`config.mk`:
```
export PLATFORM = sky130hd
export DESIGN_NAME = char_lcd_shadow_buffer_refresh_unit
export DESIGN_NICKNAME = d
export VERILOG_FILES = /design/src/design/clsbr_pkg.sv /design/src/design/clsbr_ucode_rom.sv /design/src/design/clsbr_sequencer.sv /design/src/design/clsbr_datapath.sv /design/src/design/char_lcd_shadow_buffer_refresh_unit.sv
export SDC_FILE = /design/constraint.sdc
export NUM_CORES = 1
export LEC_CHECK = 0
export BUFFER_PORTS_ARGS = -buffer_cell sky130_fd_sc_hd__buf_2
export CORE_ASPECT_RATIO = 0.6
export CORE_MARGIN = 5
export CORE_UTILIZATION = 55
export CTS_CLUSTER_DIAMETER = 40
export CTS_CLUSTER_SIZE = 40
export DETAILED_ROUTE_END_ITERATION = 8
export PLACE_DENSITY_LB_ADDON = 0.12
export SLEW_MARGIN = 15
export SYNTH_ARGS = -nofsm -noshare
export SYNTH_HDL_FRONTEND = slang
export SYNTH_HIERARCHICAL = 1
export SYNTH_SLANG_ARGS = --single-unit
```
`constraint.sdc`:
```
create_clock -name clk -period 5.5 [get_ports clk]
set_input_delay 1.1 -clock clk [delete_from_list [all_inputs] [get_ports clk]]
set_output_delay 1.1 -clock clk [all_outputs]
set_load 0.005 [all_outputs]
```
`src/design/clsbr_pkg.sv`:
```
// Shared types, codes and constants of the character LCD shadow buffer refresh unit.
package clsbr_pkg;

    localparam int DEF_ROWS = 2;
    localparam int DEF_COLS = 16;

    localparam int PCW = 5;

    localparam logic [2:0] REQ_PLACE   = 3'd0;
    localparam logic [2:0] REQ_APPEND  = 3'd1;
    localparam logic [2:0] REQ_NUMBER  = 3'd2;
    localparam logic [2:0] REQ_TWO     = 3'd3;
    localparam logic [2:0] REQ_CLEAR   = 3'd4;
    localparam logic [2:0] REQ_REFRESH = 3'd5;
    localparam logic [2:0] REQ_INIT    = 3'd6;

    // Program entry points in the microcode table.
    localparam logic [PCW-1:0] ENT_CLEAR   = 5'd0;
    localparam logic [PCW-1:0] ENT_PLACE   = 5'd1;
    localparam logic [PCW-1:0] ENT_APPEND  = 5'd2;
    localparam logic [PCW-1:0] ENT_NUMBER  = 5'd4;
    localparam logic [PCW-1:0] ENT_TWO     = 5'd14;
    localparam logic [PCW-1:0] ENT_REFRESH = 5'd19;
    localparam logic [PCW-1:0] ENT_INIT    = 5'd23;

    localparam logic [7:0] CH_SPACE = 8'h20;
    localparam logic [7:0] CH_ZERO  = 8'h30;
    localparam logic [7:0] CH_MINUS = 8'h2D;

    localparam logic [7:0] CMD_SET_ADDR  = 8'h80;
    localparam logic [7:0] CMD_WAKE      = 8'h30;
    localparam logic [7:0] CMD_FOUR_BIT  = 8'h20;
    localparam logic [7:0] CMD_FUNC_SET  = 8'h28;
    localparam logic [7:0] CMD_DISP_ON   = 8'h0C;

    localparam logic [13:0] MAG_MAX = 14'd9999;
    localparam logic [6:0]  TWO_MAX = 7'd99;

    typedef enum logic [3:0] {
        OP_NOP,
        OP_CLEAR,
        OP_STORE,
        OP_SETPOS,
        OP_PUT,
        OP_LOADNUM,
        OP_LOADTWO,
        OP_EXTRACT,
        OP_REFSTART,
        OP_ROWCMD,
        OP_ROWDATA,
        OP_ROWNEXT,
        OP_EMIT
    } op_t;

    typedef enum logic [2:0] {
        C_NONE,
        C_GE,
        C_POS,
        C_MORE_COLS,
        C_MORE_ROWS
    } cond_t;

    typedef enum logic [1:0] {
        SRC_CHAR,
        SRC_MINUS,
        SRC_DIGIT,
        SRC_UNIT
    } src_t;

    typedef struct packed {
        op_t             op;
        src_t            src;
        logic [1:0]      arg;
        cond_t           cond;
        logic [PCW-1:0]  target;
        logic            fin;
        logic [7:0]      val;
        logic            nib;
        logic            lst;
    } cw_t;

    typedef struct packed {
        logic ge;
        logic pos;
        logic more_cols;
        logic more_rows;
        logic hold;
    } flags_t;

    // Weight of the decimal digit selected by idx (1 tens, 2 hundreds, 3 thousands).
    function automatic logic [13:0] pow10(input logic [1:0] idx);
        logic [13:0] p;
        unique case (idx)
            2'd3:    p = 14'd1000;
            2'd2:    p = 14'd100;
            2'd1:    p = 14'd10;
            default: p = 14'd1;
        endcase
        return p;
    endfunction

    // Set-address command for the start of row r.
    function automatic logic [7:0] row_cmd(input logic [1:0] r, input logic [7:0] cols);
        logic [7:0] off;
        unique case (r)
            2'd0:    off = 8'h00;
            2'd1:    off = 8'h40;
            2'd2:    off = cols;
            default: off = 8'h40 + cols;
        endcase
        return CMD_SET_ADDR | off;
    endfunction

endpackage

```
`src/design/clsbr_ucode_rom.sv`:
```
// Microcode table: one control word per program step.
module clsbr_ucode_rom (
    input  logic [clsbr_pkg::PCW-1:0] pc,
    output clsbr_pkg::cw_t            cw
);
    import clsbr_pkg::*;

    function automatic cw_t mk(input op_t op, input src_t src, input logic [1:0] arg,
                               input cond_t cond, input logic [PCW-1:0] target,
                               input logic fin, input logic [7:0] val,
                               input logic nib, input logic lst);
        cw_t w;
        w.op     = op;
        w.src    = src;
        w.arg    = arg;
        w.cond   = cond;
        w.target = target;
        w.fin    = fin;
        w.val    = val;
        w.nib    = nib;
        w.lst    = lst;
        return w;
    endfunction

    always_comb
    begin
        unique case (pc)
            // Clear and place are single steps.
            5'd0:  cw = mk(OP_CLEAR,   SRC_CHAR,  2'd0, C_NONE, 5'd0,  1'b1, 8'h00, 1'b0, 1'b0);
            5'd1:  cw = mk(OP_STORE,   SRC_CHAR,  2'd0, C_NONE, 5'd0,  1'b1, 8'h00, 1'b0, 1'b0);
            // Append: optional position, then store and advance.
            5'd2:  cw = mk(OP_SETPOS,  SRC_CHAR,  2'd1, C_NONE, 5'd0,  1'b0, 8'h00, 1'b0, 1'b0);
            5'd3:  cw = mk(OP_PUT,     SRC_CHAR,  2'd0, C_NONE, 5'd0,  1'b1, 8'h00, 1'b0, 1'b0);
            // Number: the minus sign is skipped for non-negative values.
            5'd4:  cw = mk(OP_SETPOS,  SRC_CHAR,  2'd0, C_NONE, 5'd0,  1'b0, 8'h00, 1'b0, 1'b0);
            5'd5:  cw = mk(OP_LOADNUM, SRC_CHAR,  2'd0, C_POS,  5'd7,  1'b0, 8'h00, 1'b0, 1'b0);
            5'd6:  cw = mk(OP_PUT,     SRC_MINUS, 2'd0, C_NONE, 5'd0,  1'b0, 8'h00, 1'b0, 1'b0);
            5'd7:  cw = mk(OP_EXTRACT, SRC_CHAR,  2'd3, C_GE,   5'd7,  1'b0, 8'h00, 1'b0, 1'b0);
            5'd8:  cw = mk(OP_EXTRACT, SRC_CHAR,  2'd2, C_GE,   5'd8,  1'b0, 8'h00, 1'b0, 1'b0);
            5'd9:  cw = mk(OP_EXTRACT, SRC_CHAR,  2'd1, C_GE,   5'd9,  1'b0, 8'h00, 1'b0, 1'b0);
            5'd10: cw = mk(OP_PUT,     SRC_DIGIT, 2'd3, C_NONE, 5'd0,  1'b0, 8'h00, 1'b0, 1'b0);
            5'd11: cw = mk(OP_PUT,     SRC_DIGIT, 2'd2, C_NONE, 5'd0,  1'b0, 8'h00, 1'b0, 1'b0);
            5'd12: cw = mk(OP_PUT,     SRC_DIGIT, 2'd1, C_NONE, 5'd0,  1'b0, 8'h00, 1'b0, 1'b0);
            5'd13: cw = mk(OP_PUT,     SRC_UNIT,  2'd0, C_NONE, 5'd0,  1'b1, 8'h00, 1'b0, 1'b0);
            // Two-digit value.
            5'd14: cw = mk(OP_SETPOS,  SRC_CHAR,  2'd0, C_NONE, 5'd0,  1'b0, 8'h00, 1'b0, 1'b0);
            5'd15: cw = mk(OP_LOADTWO, SRC_CHAR,  2'd0, C_NONE, 5'd0,  1'b0, 8'h00, 1'b0, 1'b0);
            5'd16: cw = mk(OP_EXTRACT, SRC_CHAR,  2'd1, C_GE,   5'd16, 1'b0, 8'h00, 1'b0, 1'b0);
            5'd17: cw = mk(OP_PUT,     SRC_DIGIT, 2'd1, C_NONE, 5'd0,  1'b0, 8'h00, 1'b0, 1'b0);
            5'd18: cw = mk(OP_PUT,     SRC_UNIT,  2'd0, C_NONE, 5'd0,  1'b1, 8'h00, 1'b0, 1'b0);
            // Refresh: per row one address command and the row's bytes.
            5'd19: cw = mk(OP_REFSTART, SRC_CHAR, 2'd0, C_NONE, 5'd0,  1'b0, 8'h00, 1'b0, 1'b0);
            5'd20: cw = mk(OP_ROWCMD,  SRC_CHAR,  2'd0, C_NONE, 5'd0,  1'b0, 8'h00, 1'b0, 1'b0);
            5'd21: cw = mk(OP_ROWDATA, SRC_CHAR,  2'd0, C_MORE_COLS, 5'd21, 1'b0, 8'h00,
                           1'b0, 1'b0);
            5'd22: cw = mk(OP_ROWNEXT, SRC_CHAR,  2'd0, C_MORE_ROWS, 5'd20, 1'b1, 8'h00,
                           1'b0, 1'b0);
            // Init: wake-up nibbles and the four-bit switch, then function set and display on.
            5'd23: cw = mk(OP_EMIT, SRC_CHAR, 2'd0, C_NONE, 5'd0, 1'b0, CMD_WAKE,     1'b1, 1'b0);
            5'd24: cw = mk(OP_EMIT, SRC_CHAR, 2'd0, C_NONE, 5'd0, 1'b0, CMD_WAKE,     1'b1, 1'b0);
            5'd25: cw = mk(OP_EMIT, SRC_CHAR, 2'd0, C_NONE, 5'd0, 1'b0, CMD_WAKE,     1'b1, 1'b0);
            5'd26: cw = mk(OP_EMIT, SRC_CHAR, 2'd0, C_NONE, 5'd0, 1'b0, CMD_FOUR_BIT, 1'b1, 1'b0);
            5'd27: cw = mk(OP_EMIT, SRC_CHAR, 2'd0, C_NONE, 5'd0, 1'b0, CMD_FUNC_SET, 1'b0, 1'b0);
            5'd28: cw = mk(OP_EMIT, SRC_CHAR, 2'd0, C_NONE, 5'd0, 1'b1, CMD_DISP_ON,  1'b0, 1'b1);
            default: cw = mk(OP_NOP, SRC_CHAR, 2'd0, C_NONE, 5'd0, 1'b1, 8'h00, 1'b0, 1'b0);
        endcase
    end

endmodule

```
`src/design/clsbr_sequencer.sv`:
```
// Step counter with conditional jumps that walks the microcode programs.
module clsbr_sequencer (
    input  logic                      clk,
    input  logic                      rst_n,
    input  logic                      accept,
    input  logic [2:0]                req_type,
    input  clsbr_pkg::cw_t            cw,
    input  clsbr_pkg::flags_t         flags,
    output logic [clsbr_pkg::PCW-1:0] pc,
    output logic                      busy,
    output logic                      step
);
    import clsbr_pkg::*;

    logic [PCW-1:0] pc_reg;
    logic           busy_reg;
    logic           jump;
    logic [PCW-1:0] entry;
    logic           entry_ok;

    assign pc   = pc_reg;
    assign busy = busy_reg;
    assign step = busy_reg && !flags.hold;

    always_comb
    begin
        unique case (cw.cond)
            C_NONE:      jump = 1'b0;
            C_GE:        jump = flags.ge;
            C_POS:       jump = flags.pos;
            C_MORE_COLS: jump = flags.more_cols;
            C_MORE_ROWS: jump = flags.more_rows;
            default:     jump = 1'b0;
        endcase
    end

    always_comb
    begin
        entry_ok = 1'b1;
        unique case (req_type)
            REQ_PLACE:   entry = ENT_PLACE;
            REQ_APPEND:  entry = ENT_APPEND;
            REQ_NUMBER:  entry = ENT_NUMBER;
            REQ_TWO:     entry = ENT_TWO;
            REQ_CLEAR:   entry = ENT_CLEAR;
            REQ_REFRESH: entry = ENT_REFRESH;
            REQ_INIT:    entry = ENT_INIT;
            default:
            begin
                entry    = ENT_CLEAR;
                entry_ok = 1'b0;
            end
        endcase
    end

    always_ff @(posedge clk or negedge rst_n)
    begin
        if (!rst_n)
        begin
            busy_reg <= 1'b0;
            pc_reg   <= '0;
        end
        else if (accept)
        begin
            busy_reg <= entry_ok;
            pc_reg   <= entry;
        end
        else if (step)
        begin
            if (jump)
                pc_reg <= cw.target;
            else if (cw.fin)
                busy_reg <= 1'b0;
            else
                pc_reg <= pc_reg + 1'b1;
        end
    end

    a_refresh_start: assert property (@(posedge clk) disable iff (!rst_n)
        accept && req_type == REQ_REFRESH |=> busy_reg && pc_reg == ENT_REFRESH)
        else $error("refresh request did not start its program");

endmodule

```
`src/design/clsbr_datapath.sv`:
```
// Shadow screen memory, cursor, digit extraction and registered output stage.
module clsbr_datapath #(
    parameter int ROWS = clsbr_pkg::DEF_ROWS,
    parameter int COLS = clsbr_pkg::DEF_COLS
) (
    input  logic               clk,
    input  logic               rst_n,
    input  logic               accept,
    input  logic [7:0]         row,
    input  logic [7:0]         col,
    input  logic               use_position,
    input  logic [7:0]         char_code,
    input  logic signed [31:0] number,
    input  logic [7:0]         two_digit,
    input  clsbr_pkg::cw_t     cw,
    input  logic               step,
    output clsbr_pkg::flags_t  flags,
    output logic               out_valid,
    input  logic               out_stall,
    output logic               to_data,
    output logic [7:0]         value,
    output logic               nibble_only,
    output logic               last
);
    import clsbr_pkg::*;

    localparam int CELLS = ROWS * COLS;
    localparam int AW    = $clog2(CELLS);
    localparam int CCW   = $clog2(COLS);
    localparam int RW    = (ROWS > 1) ? $clog2(ROWS) : 1;

    // Captured request fields.
    logic [7:0]  row_reg;
    logic [7:0]  col_reg;
    logic        usepos_reg;
    logic [7:0]  char_reg;
    logic [31:0] num_reg;
    logic [7:0]  two_reg;

    logic [AW-1:0]  cursor_reg;
    logic [13:0]    mag_reg;
    logic [3:0]     dig_reg [4];
    logic           seen_reg;
    logic [AW-1:0]  addr_reg;
    logic [RW-1:0]  rcnt_reg;
    logic [CCW-1:0] ccnt_reg;

    logic [7:0]       mem [CELLS];
    logic [CELLS-1:0] vld_reg;
    logic [7:0]       rd_data_reg;
    logic             rd_vld_reg;

    logic       out_valid_reg;
    logic       out_to_data_reg;
    logic [7:0] out_value_reg;
    logic       out_nib_reg;
    logic       out_last_reg;

    logic [RW-1:0]  row_tab [256];
    logic [CCW-1:0] col_tab [256];

    logic [AW-1:0]  pos_cell;
    logic [AW-1:0]  cursor_inc;
    logic [AW-1:0]  addr_inc;
    logic [AW-1:0]  rd_addr;
    logic [31:0]    num_abs;
    logic [13:0]    mag_sat;
    logic [6:0]     two_sat;
    logic [13:0]    pow;
    logic           ge;
    logic [3:0]     d_sel;
    logic [7:0]     wr_byte;
    logic [AW-1:0]  wr_addr;
    logic           wr_en;
    logic           emits;
    logic           emit_now;
    logic           more_cols;
    logic           more_rows;
    logic [7:0]     emit_value;

    for (genvar g = 0; g < 256; g++)
    begin : g_mod_tab
        assign row_tab[g] = RW'(g % ROWS);
        assign col_tab[g] = CCW'(g % COLS);
    end

    assign pos_cell   = AW'(32'(row_tab[row_reg]) * 32'(COLS) + 32'(col_tab[col_reg]));
    assign cursor_inc = (cursor_reg == AW'(CELLS - 1)) ? '0 : cursor_reg + 1'b1;
    assign addr_inc   = (addr_reg == AW'(CELLS - 1)) ? '0 : addr_reg + 1'b1;
    assign rd_addr    = (cw.op == OP_ROWDATA) ? addr_inc : addr_reg;

    assign num_abs = num_reg[31] ? (32'd0 - num_reg) : num_reg;
    assign mag_sat = (num_abs > 32'(MAG_MAX)) ? MAG_MAX : num_abs[13:0];
    assign two_sat = (two_reg > 8'(TWO_MAX)) ? TWO_MAX : two_reg[6:0];
    assign pow     = pow10(cw.arg);
    assign ge      = mag_reg >= pow;
    assign d_sel   = dig_reg[cw.arg];

    assign more_cols = ccnt_reg != CCW'(COLS - 1);
    assign more_rows = rcnt_reg != RW'(ROWS - 1);

    assign emits    = (cw.op == OP_ROWCMD) || (cw.op == OP_ROWDATA) || (cw.op == OP_EMIT);
    assign emit_now = step && emits;

    assign flags.ge        = ge;
    assign flags.pos       = !num_reg[31];
    assign flags.more_cols = more_cols;
    assign flags.more_rows = more_rows;
    assign flags.hold      = emits && out_valid_reg && out_stall;

    always_comb
    begin
        unique case (cw.src)
            SRC_CHAR:  wr_byte = char_reg;
            SRC_MINUS: wr_byte = CH_MINUS;
            SRC_DIGIT: wr_byte = (d_sel != 4'd0 || seen_reg) ? CH_ZERO + {4'd0, d_sel}
                                                             : CH_SPACE;
            SRC_UNIT:  wr_byte = CH_ZERO + {4'd0, mag_reg[3:0]};
            default:   wr_byte = char_reg;
        endcase
        wr_en   = step && ((cw.op == OP_PUT) || (cw.op == OP_STORE));
        wr_addr = (cw.op == OP_STORE) ? pos_cell : cursor_reg;
    end

    always_comb
    begin
        priority if (cw.op == OP_ROWCMD)
            emit_value = row_cmd(2'(rcnt_reg), 8'(COLS));
        else if (cw.op == OP_ROWDATA)
            emit_value = rd_vld_reg ? rd_data_reg : CH_SPACE;
        else
            emit_value = cw.val;
    end

    // Control state.
    always_ff @(posedge clk or negedge rst_n)
    begin
        if (!rst_n)
        begin
            cursor_reg    <= '0;
            vld_reg       <= '0;
            out_valid_reg <= 1'b0;
            addr_reg      <= '0;
            rcnt_reg      <= '0;
            ccnt_reg      <= '0;
        end
        else
        begin
            if (emit_now)
                out_valid_reg <= 1'b1;
            else if (!out_stall)
                out_valid_reg <= 1'b0;

            if (wr_en)
                vld_reg[wr_addr] <= 1'b1;

            if (step)
            begin
                unique case (cw.op)
                    OP_CLEAR:    vld_reg <= '0;
                    OP_STORE:    cursor_reg <= pos_cell;
                    OP_SETPOS:
                    begin
                        if (!cw.arg[0] || usepos_reg)
                            cursor_reg <= pos_cell;
                    end
                    OP_PUT:      cursor_reg <= cursor_inc;
                    OP_REFSTART:
                    begin
                        addr_reg <= '0;
                        rcnt_reg <= '0;
                        ccnt_reg <= '0;
                    end
                    OP_ROWDATA:
                    begin
                        addr_reg <= addr_inc;
                        ccnt_reg <= more_cols ? ccnt_reg + 1'b1 : '0;
                    end
                    OP_ROWNEXT:
                    begin
                        if (more_rows)
                            rcnt_reg <= rcnt_reg + 1'b1;
                    end
                    default:
                    begin
                    end
                endcase
            end
        end
    end

    // Payload registers.
    always_ff @(posedge clk)
    begin
        if (accept)
        begin
            row_reg    <= row;
            col_reg    <= col;
            usepos_reg <= use_position;
            char_reg   <= char_code;
            num_reg    <= number;
            two_reg    <= two_digit;
        end
        if (step)
        begin
            unique case (cw.op)
                OP_LOADNUM:
                begin
                    mag_reg  <= mag_sat;
                    dig_reg  <= '{default: 4'd0};
                    seen_reg <= 1'b0;
                end
                OP_LOADTWO:
                begin
                    mag_reg  <= {7'd0, two_sat};
                    dig_reg  <= '{default: 4'd0};
                    seen_reg <= 1'b1;
                end
                OP_EXTRACT:
                begin
                    if (ge)
                    begin
                        mag_reg          <= mag_reg - pow;
                        dig_reg[cw.arg]  <= d_sel + 1'b1;
                    end
                end
                OP_PUT:
                begin
                    if (cw.src == SRC_DIGIT && d_sel != 4'd0)
                        seen_reg <= 1'b1;
                end
                default:
                begin
                end
            endcase
        end
        if (emit_now)
        begin
            out_to_data_reg <= (cw.op == OP_ROWDATA);
            out_value_reg   <= emit_value;
            out_nib_reg     <= (cw.op == OP_EMIT) && cw.nib;
            out_last_reg    <= cw.lst || ((cw.op == OP_ROWDATA) && !more_cols && !more_rows);
        end
    end

    // Screen memory: one write port, one registered read port.
    always_ff @(posedge clk)
    begin
        if (wr_en)
            mem[wr_addr] <= wr_byte;
        if (step)
        begin
            rd_data_reg <= mem[rd_addr];
            rd_vld_reg  <= vld_reg[rd_addr];
        end
    end

    assign out_valid   = out_valid_reg;
    assign to_data     = out_to_data_reg;
    assign value       = out_value_reg;
    assign nibble_only = out_nib_reg;
    assign last        = out_last_reg;

    a_no_overrun: assert property (@(posedge clk) disable iff (!rst_n)
        emit_now |-> !(out_valid_reg && out_stall))
        else $error("write issued while the output item is still stalled");

    a_row_base: assert property (@(posedge clk) disable iff (!rst_n)
        step && cw.op == OP_ROWCMD |-> 32'(addr_reg) == 32'(rcnt_reg) * 32'(COLS))
        else $error("refresh read address out of step with the row counter");

    a_cursor_range: assert property (@(posedge clk) disable iff (!rst_n)
        step |=> 32'(cursor_reg) < 32'(CELLS))
        else $error("cursor left the screen");

endmodule

```
`src/design/char_lcd_shadow_buffer_refresh_unit.sv`:
```
// Top level of the character LCD shadow buffer refresh unit.
// Each item runs a microcode program of S steps, one step per cycle except while a write waits
// on a stalled receiver. Refresh takes 1 + ROWS*(COLS+2) steps (37 at 2x16), init 6, a number
// up to 37, two-digit up to 14, place and clear 1, append 2. Init writes from its first step;
// refresh writes first from its row command step, which follows the start step.
// Reset is asynchronous: the cursor goes to cell 0 and every cell reads as a space at once
// through per-cell valid bits, so no clearing pass follows reset.
module char_lcd_shadow_buffer_refresh_unit #(
    parameter int ROWS = clsbr_pkg::DEF_ROWS,
    parameter int COLS = clsbr_pkg::DEF_COLS
) (
    input  logic               clk,
    input  logic               rst_n,
    input  logic               in_valid,
    output logic               in_stall,
    input  logic [2:0]         req_type,
    input  logic [7:0]         row,
    input  logic [7:0]         col,
    input  logic               use_position,
    input  logic [7:0]         char_code,
    input  logic signed [31:0] number,
    input  logic [7:0]         two_digit,
    output logic               out_valid,
    input  logic               out_stall,
    output logic               to_data,
    output logic [7:0]         value,
    output logic               nibble_only,
    output logic               last
);
    import clsbr_pkg::*;

    logic [PCW-1:0] pc;
    cw_t            cw;
    flags_t         flags;
    logic           busy;
    logic           step;
    logic           accept;

    // The block takes a new item whenever no program is running. The output register
    // keeps the last write of the previous run, so a stalled receiver does not block
    // acceptance of the next request.
    assign in_stall = busy;
    assign accept   = in_valid && !busy;

    // The program counter selects a control word from the read-only program table.
    clsbr_ucode_rom u_rom (
        .pc (pc),
        .cw (cw)
    );

    // Step counter with jumps on datapath conditions; it pauses while a write is held.
    clsbr_sequencer u_seq (
        .clk      (clk),
        .rst_n    (rst_n),
        .accept   (accept),
        .req_type (req_type),
        .cw       (cw),
        .flags    (flags),
        .pc       (pc),
        .busy     (busy),
        .step     (step)
    );

    // Screen memory, cursor, decimal digit extraction by repeated subtraction, and the
    // registered output stage.
    clsbr_datapath #(
        .ROWS (ROWS),
        .COLS (COLS)
    ) u_dp (
        .clk          (clk),
        .rst_n        (rst_n),
        .accept       (accept),
        .row          (row),
        .col          (col),
        .use_position (use_position),
        .char_code    (char_code),
        .number       (number),
        .two_digit    (two_digit),
        .cw           (cw),
        .step         (step),
        .flags        (flags),
        .out_valid    (out_valid),
        .out_stall    (out_stall),
        .to_data      (to_data),
        .value        (value),
        .nibble_only  (nibble_only),
        .last         (last)
    );

endmodule
```
==> results of run 1 <==
## power by group through the flow
| stage | Clock [uW] | Combinational [uW] | Sequential [uW] |
|---|---|---|---|
| 3_3_place_gp | 0 | 4220 | 4700 |
| 4_1_cts | 2750 | 4350 | 4660 |
| 6_report | 2690 | 4380 | 4660 |
| 5_1_grt | 2880 | 4780 | 4710 |
| 3_5_place_dp | 0 | 4330 | 4720 |
| 2_1_floorplan | 0 | 2960 | 4610 |
## timing repair
action | CTS | global route
endpoints found under the hold margin | 0 | 0
setup endpoints to repair | 0 | 9
resized for setup | 0 | 2
hold buffers | 0 | 0
## Yosys cell counts, types with 5 or more instances
cell and count:
edfxtp_1 361, nor2_1 114, mux2i_1 75, mux4_2 75, nand2_1 73, dfrtp_1 54
o21ai_0 45, a21oi_1 43, o21a_1 37, clkbuf_1 35, inv_1 35, ha_1 27
nand3_1 25, xor2_1 23, nor3_1 18, mux2_2 14, xnor2_1 14, o31ai_1 12
buf_2 11, nand2b_1 11, nor2b_1 11, a211oi_1 10, buf_1 10, buf_4 10
nor4_1 10, or3_1 10, or4_1 10, and3_1 9, a21o_1 7, a32o_1 7
nand4_1 7, a31oi_1 6, and2_1 5, nand3b_1 5, o22ai_1 5
## worst min-delay path by stage
stage                     startpoint               end  slack (ns)  cells past startpoint
detailed placement  u_dp/vld_reg[18]  u_dp/vld_reg[18]        0.47                      1
CTS                 u_dp/vld_reg[18]  u_dp/vld_reg[18]        0.49                      1
floorplan           u_dp/ccnt_reg[3]  u_dp/ccnt_reg[3]        0.45                      1
global route        u_dp/ccnt_reg[3]  u_dp/ccnt_reg[3]        0.50                      1
global placement    u_dp/vld_reg[12]  u_dp/vld_reg[12]        0.47                      1
finish              u_dp/ccnt_reg[3]  u_dp/ccnt_reg[3]        0.48                      1
## final cells by class
class	count	area, um2	area share, %
flip-flops and latches	415	12200	55.5
clock inverters	20	235	1.07
well taps	467	584	2.66
clock buffers	49	1030	4.70
repair buffers	146	951	4.33
inverters	37	139	0.632
multi-input cells	806	6840	31.1
## metal layers
layer	vias to the layer above	track usage, %	routed length (um)
li1	5386	-	-
met1	5967	39.4	22600
met3	53	4.49	3760
met4	0	3.74	547
met2	441	31.7	18700
met5	-	0	0
## cell families (layout without fill, tap and decap cells)
group / after synthesis / in the layout / share of synthesized area [%]
XOR/XNOR: 37 / 37 / 1.67
AND/OR/NAND/NOR: 335 / 335 / 8.71
adder cells (fa/ha/maj): 28 / 28 / 1.85
buffers and inverters: 106 / 252 / 2.43
flip-flops: 415 / 415 / 62.9
AO/OA/AOI/OAI: 237 / 237 / 8.95
multiplexers: 165 / 165 / 13.5
other: 1 / 4 / 0.0193
## cells in the final DEF (no fill, tap or decap), drive strengths merged, types with 10 or more instances in the layout
master,n
edfxtp,361
buf,146
nor2,115
mux4,75
mux2i,75
nand2,73
dfrtp,54
o21ai,50
clkbuf,49
a21oi,44
inv,41
o21a,37
ha,27
nand3,26
xor2,23
nor3,18
mux2,15
o31ai,15
xnor2,14
nor2b,12
nand2b,12
or4,11
a21o,11
clkinv,11
nor4,10
a211oi,10
or3,10
## worst max-delay path, cell delays in order (launching register included)
cell,delay [ns]
dfrtp_1,0.48
inv_1,0.17
ha_1,0.29
mux2_2,0.30
a211oi_1,0.24
a31o_2,0.26
nor2b_1,0.10
nand2_1,0.31
clkinv_1,0.30
nand2b_2,0.25
nor2_1,0.10
a21oi_4,0.19
buf_12,0.32
mux4_2,0.59
mux2i_1,0.42
mux2i_1,0.19
mux2_2,0.31
## per-stage QoR
| stage | utilization (%) | cell area (um2) | setup WS [ns] |
|---|---|---|---|
| 4_1_cts | 63.0 | 22000 | 0.374 |
| 6_report | 63.0 | 22000 | 0.378 |
| 3_5_place_dp | 59.3 | 20700 | 0.369 |
| 3_3_place_gp | 59.3 | 20700 | 0.454 |
| 2_1_floorplan | - | 19400 | 0.524 |
| 5_1_grt | 63.0 | 22000 | 0.0422 |
==> flow_summary.toml, run 1 <==
[global_routing]
grtUsageTotal_pct = 23.3
grt_overflow_total = 0
grt_pass1_vias = 11400
grt_max_degree = 55
antenna_found_initial = 0
grt_pass1_wl_mm = 69.9

[timing]
rsz0062_at_grt = "no"
period_share_pct = 93.1
hold_ws_ns = 0.484
max-slew-margin-rel_pct = 29.6
layout_min_cycle_time_ns = 5.12
slew_violations = 0
hold_viol_final = 0
max_freq_mhz = 195
setup_viol = 0
skew_ns = 0.0278
fin_tns_setup_ns = 0
worst_pin_slew_ns = 1.03

[critical_path]
cp-endpoint = "u_dp/rd_data_reg[7]"
cp.arrival_ns = 5.41
r2r-end = "u_dp/rd_data_reg[7]"
r2r_slack_ns = 0.38
reg2reg_from = "u_seq/pc[1]"
start_kind = "register"
crit_type = "reg -> reg"
rr_worst_depth = 16
crit_path_start = "u_seq/pc[1]"
required_ns = 5.79
path_max_fanout = 39
cp-end-kind = "register"

[synth]
synthCells = 1324
ys.flop_type = "edfxtp_1"
synth_top_cell_by_area = "edfxtp_1"
yosysTopAreaCellShare_pct = 55.9
ys_seq_area_share_pct = 62.9
ys_ff_latch = 415
syn_avg_cell_area_um2 = 14.6
async_flop_share_pct = 13.0
yosysWarnings = 6
synth_area_leaders = "edfxtp_1, mux4_2, dfrtp_1"
synth-edff-count = 361
syn-cell-area_um2 = 19400
ys_types = 93

[route]
drc = 0
wirelength_mm = 45.6
drtIter0Drc = 1460
ant_nets = 0
vias = 11800
routedWlPerCell_um = 23.5
vias_per_cell = 6.11
dr.pass1.iters = 6

[job]
drv_cap = 0

[floorplan]
start_util_pct = 55.6
die_x_um = 252
core_area_um2 = 34900
std_cell_rows = 53
die_h_um = 155
pin_count = 85
die_area_um2 = 39200

[power]
switching_power_uw = 4310
p_comb_share_pct = 37.3
p_clk_share_pct = 23.0
total_power_uw = 11700
powerDensity_nw_per_um2 = 534
internal_power_uw = 7420
sw_frac_of_total_pct = 36.7
ir_drop_mv = 0.354
power_leakage_uw = 0.00773
p_seq_share_pct = 39.7

[placement]
hpwl_mm = 30.7
portBuffers = 73
place_inst = 1871
gp_congestion = 0.900

[cts]
cts_setup_buffers = 0
cts_root_buf = "clkbuf_16"
cts_buffers = 38
cts_buffer_depth = 3
cts_sinks = 415
clk_pin_slew_worst_paths_ns = 0.06
ctsHtreeMaxLevel = 2
clkLatencyLatePin_ns = 0.55
cts_tree = "built"

[hold_path]
hold_class = "reg -> reg"

[final_layout]
n_antenna_cell = 0
synthToLayoutAreaGrowth_pct = 13.4
final_cell_count_no_fill = 1940
nFillCells = 2644
largest_register_ffs = 256
nNetsFinal = 1544
final_layout_size_suffix_gt1_share_pct = 23.6

[status]
status = "finished clean"
(Power assumes the default switching activity.)
==> run 2, diff against run 1 <==
clock period = 4.16 ns   (was 5.5 ns; I/O delays follow)
==> run 2 against run 1 <==
Sequential cell count did not move. Non-clock buffer count rose by 87. Count of clock-buffer cells in the layout fell by 1. Final cell count rose by 5.1%. Largest cell class unchanged. Critical path type unchanged. Highest routed layer unchanged. Cell area rose by 5.4%. Critical path depth rose by 5. Worst setup slack got worse by 0.36 ns. Wire length rose by 4.1%. Core utilization rose by 3.4 points. Total power rose by 44%. Die area did not move.
==> flow_summary.toml, run 2 (same netlist as run 1, synthesis figures left out) <==
[critical_path]
required_ns = 4.63
start_kind = "register"
cp-end-kind = "register"
r2r_slack_ns = 0.01
path_max_fanout = 6
cp.arrival_ns = 4.62
crit_type = "reg -> reg"

[placement]
hpwl_mm = 32.1
portBuffers = 73
gp_congestion = 0.898
placed_area_um2 = 21400
place_inst = 1942

[power]
p_clk_share_pct = 23.5
ir_drop_mv = 0.411
p_seq_share_pct = 36.2
power_leakage_uw = 0.00835
powerDensity_nw_per_um2 = 731
sw_frac_of_total_pct = 36.8
switching_power_uw = 6230
p_comb_share_pct = 40.2
internal_power_uw = 10700

[final_layout]
final_area_um2 = 23200
largest_register_ffs = 256
final_cell_count_no_fill = 2038
final_layout_size_suffix_gt1_share_pct = 31.2
utilization_pct = 66.4
n_antenna_cell = 0
layout_commonest_cell = "edfxtp_1"
synthToLayoutAreaGrowth_pct = 19.5
mostFrequentLayoutCells = "edfxtp_1, buf_4, nor2_1"
nNetsFinal = 1636

[cts]
cts_buffer_depth = 3
cts_root_buf = "clkbuf_16"
clkLatencyLatePin_ns = 0.57
cts_tree = "built"
cts_sinks = 415
ctsHtreeMaxLevel = 2
clk_pin_slew_worst_paths_ns = 0.08
cts_buffers = 43
hold_buffers = 0

[timing]
slew_violations = 0
hold_ws_ns = 0.310
rsz0062_at_grt = "yes"
period_share_pct = 99.7
layout_min_cycle_time_ns = 4.15
max_freq_mhz = 241
fin_tns_setup_ns = 0
hold_viol_final = 0
worst_pin_slew_ns = 0.768
max-slew-margin-rel_pct = 48.7
skew_ns = 0.0470
setup_viol = 0

[global_routing]
grt_use_met2_pct = 32.9
top_usage_layer = "met1"
grtUsageMet3_pct = 6.13
grtUsageTotal_pct = 24.3
grt_pass1_wl_mm = 72.2
use_met1_pct = 40.1
grt_overflow_total = 0
grt_pass1_vias = 11800
antenna_found_initial = 0
grt_max_degree = 43

[floorplan]
std_cell_rows = 53
die_h_um = 155
start_util_pct = 55.6
die_x_um = 252
core_area_um2 = 34900
die_area_um2 = 39200
pin_count = 85

[route]
ant_nets = 0
vias = 12300
vias_per_cell = 6.02
drtIter0Drc = 1258
drc = 0
dr.pass1.iters = 5
wirelength_mm = 47.4
routedWlPerCell_um = 23.3

[status]
status = "finished clean"

[job]
drv_cap = 0

[hold_path]
hold_class = "in -> async"
-- run 2: cell types whose count changed in the layout (fill, tap and decap cells not counted), moves of 5 or more --
cell | before | now
clkbuf_1 | 8 | 3
buf_12 | 3 | 8
mux2i_1 | 73 | 67
clkbuf_16 | 39 | 46
o21ai_0 | 44 | 38
inv_1 | 35 | 30
mux2i_2 | 1 | 7
inv_8 | 2 | 8
buf_4 | 70 | 147
nor2_1 | 113 | 107
-- run 2: final cells by class --
cell class / count / area [um2]
flip-flops and latches: 415 / 12200
fillers: 2511 / 11700
multi-input cells: 806 / 7020
repair buffers: 233 / 1740
clock buffers: 48 / 1130
well taps: 467 / 584
clock inverters: 32 / 353
inverters: 37 / 149
-- run 2: worst max-delay path, cell delays in order, from the launching register on --
cell,delay [ns]
dfrtp_2,0.46
inv_4,0.12
ha_4,0.14
and2b_1,0.19
o21ai_2,0.18
o211a_4,0.25
inv_4,0.05
nor2_4,0.11
inv_2,0.06
fa_2,0.38
a21oi_4,0.16
o21ai_2,0.08
a21oi_2,0.19
o21ai_2,0.07
o31a_1,0.26
or4_4,0.58
nor2_4,0.18
o21bai_4,0.09
buf_4,0.15
a311oi_2,0.21
o21ai_2,0.09
nand3_1,0.08
-- run 2: final timing paths --
| path | start | end | cells past startpoint |
|---|---|---|---|
| setup / recovery | u_seq/pc[0] | u_seq/pc[2] | 21 |
| hold / removal | rst_n | u_dp/vld_reg[28] | 1 |
| setup reg to reg | u_seq/pc[0] | u_seq/pc[2] | 21 |
| hold reg to reg | u_dp/vld_reg[10] | u_dp/vld_reg[10] | 1 |
| max in group asynchronous | rst_n | u_dp/cursor_reg[2] | 2 |
| min in group clk | char_code[6] | u_dp/char_reg[6] | 1 |
-- run 2: power by group through the flow --
stage          clock network [uW]  registers, uW  logic, uW
6_report                     3980           6140       6820
5_1_grt                      4250           6200       7410
4_1_cts                      4050           6130       6470
3_5_place_dp                    0           6210       6380
3_3_place_gp                    0           6180       6250
2_1_floorplan                   0           6090       4070
-- run 2: repair_timing --
item                       in CTS  in global routing
setup endpoints to repair      21                 52
setup buffers                   0                 14
gates resized for setup         6                 37
gates cloned                    0                  2
pin swaps                       2                 14
-- run 2: metal layers --
metal	up-vias	share of wire, %
met5	-	0
met4	0	1.1
met3	38	9.3
met2	486	41
met1	6149	48
li1	5599	-
-- run 2: through the flow --
step / setup slack (ns) / total power (uW)
2_1_floorplan: 0.0000839 / 10200
3_3_place_gp: -0.0715 / 12400
3_5_place_dp: -0.133 / 12600
4_1_cts: 0.000983 / 16600
5_1_grt: -0.192 / 17900
6_report: 0.0139 / 16900
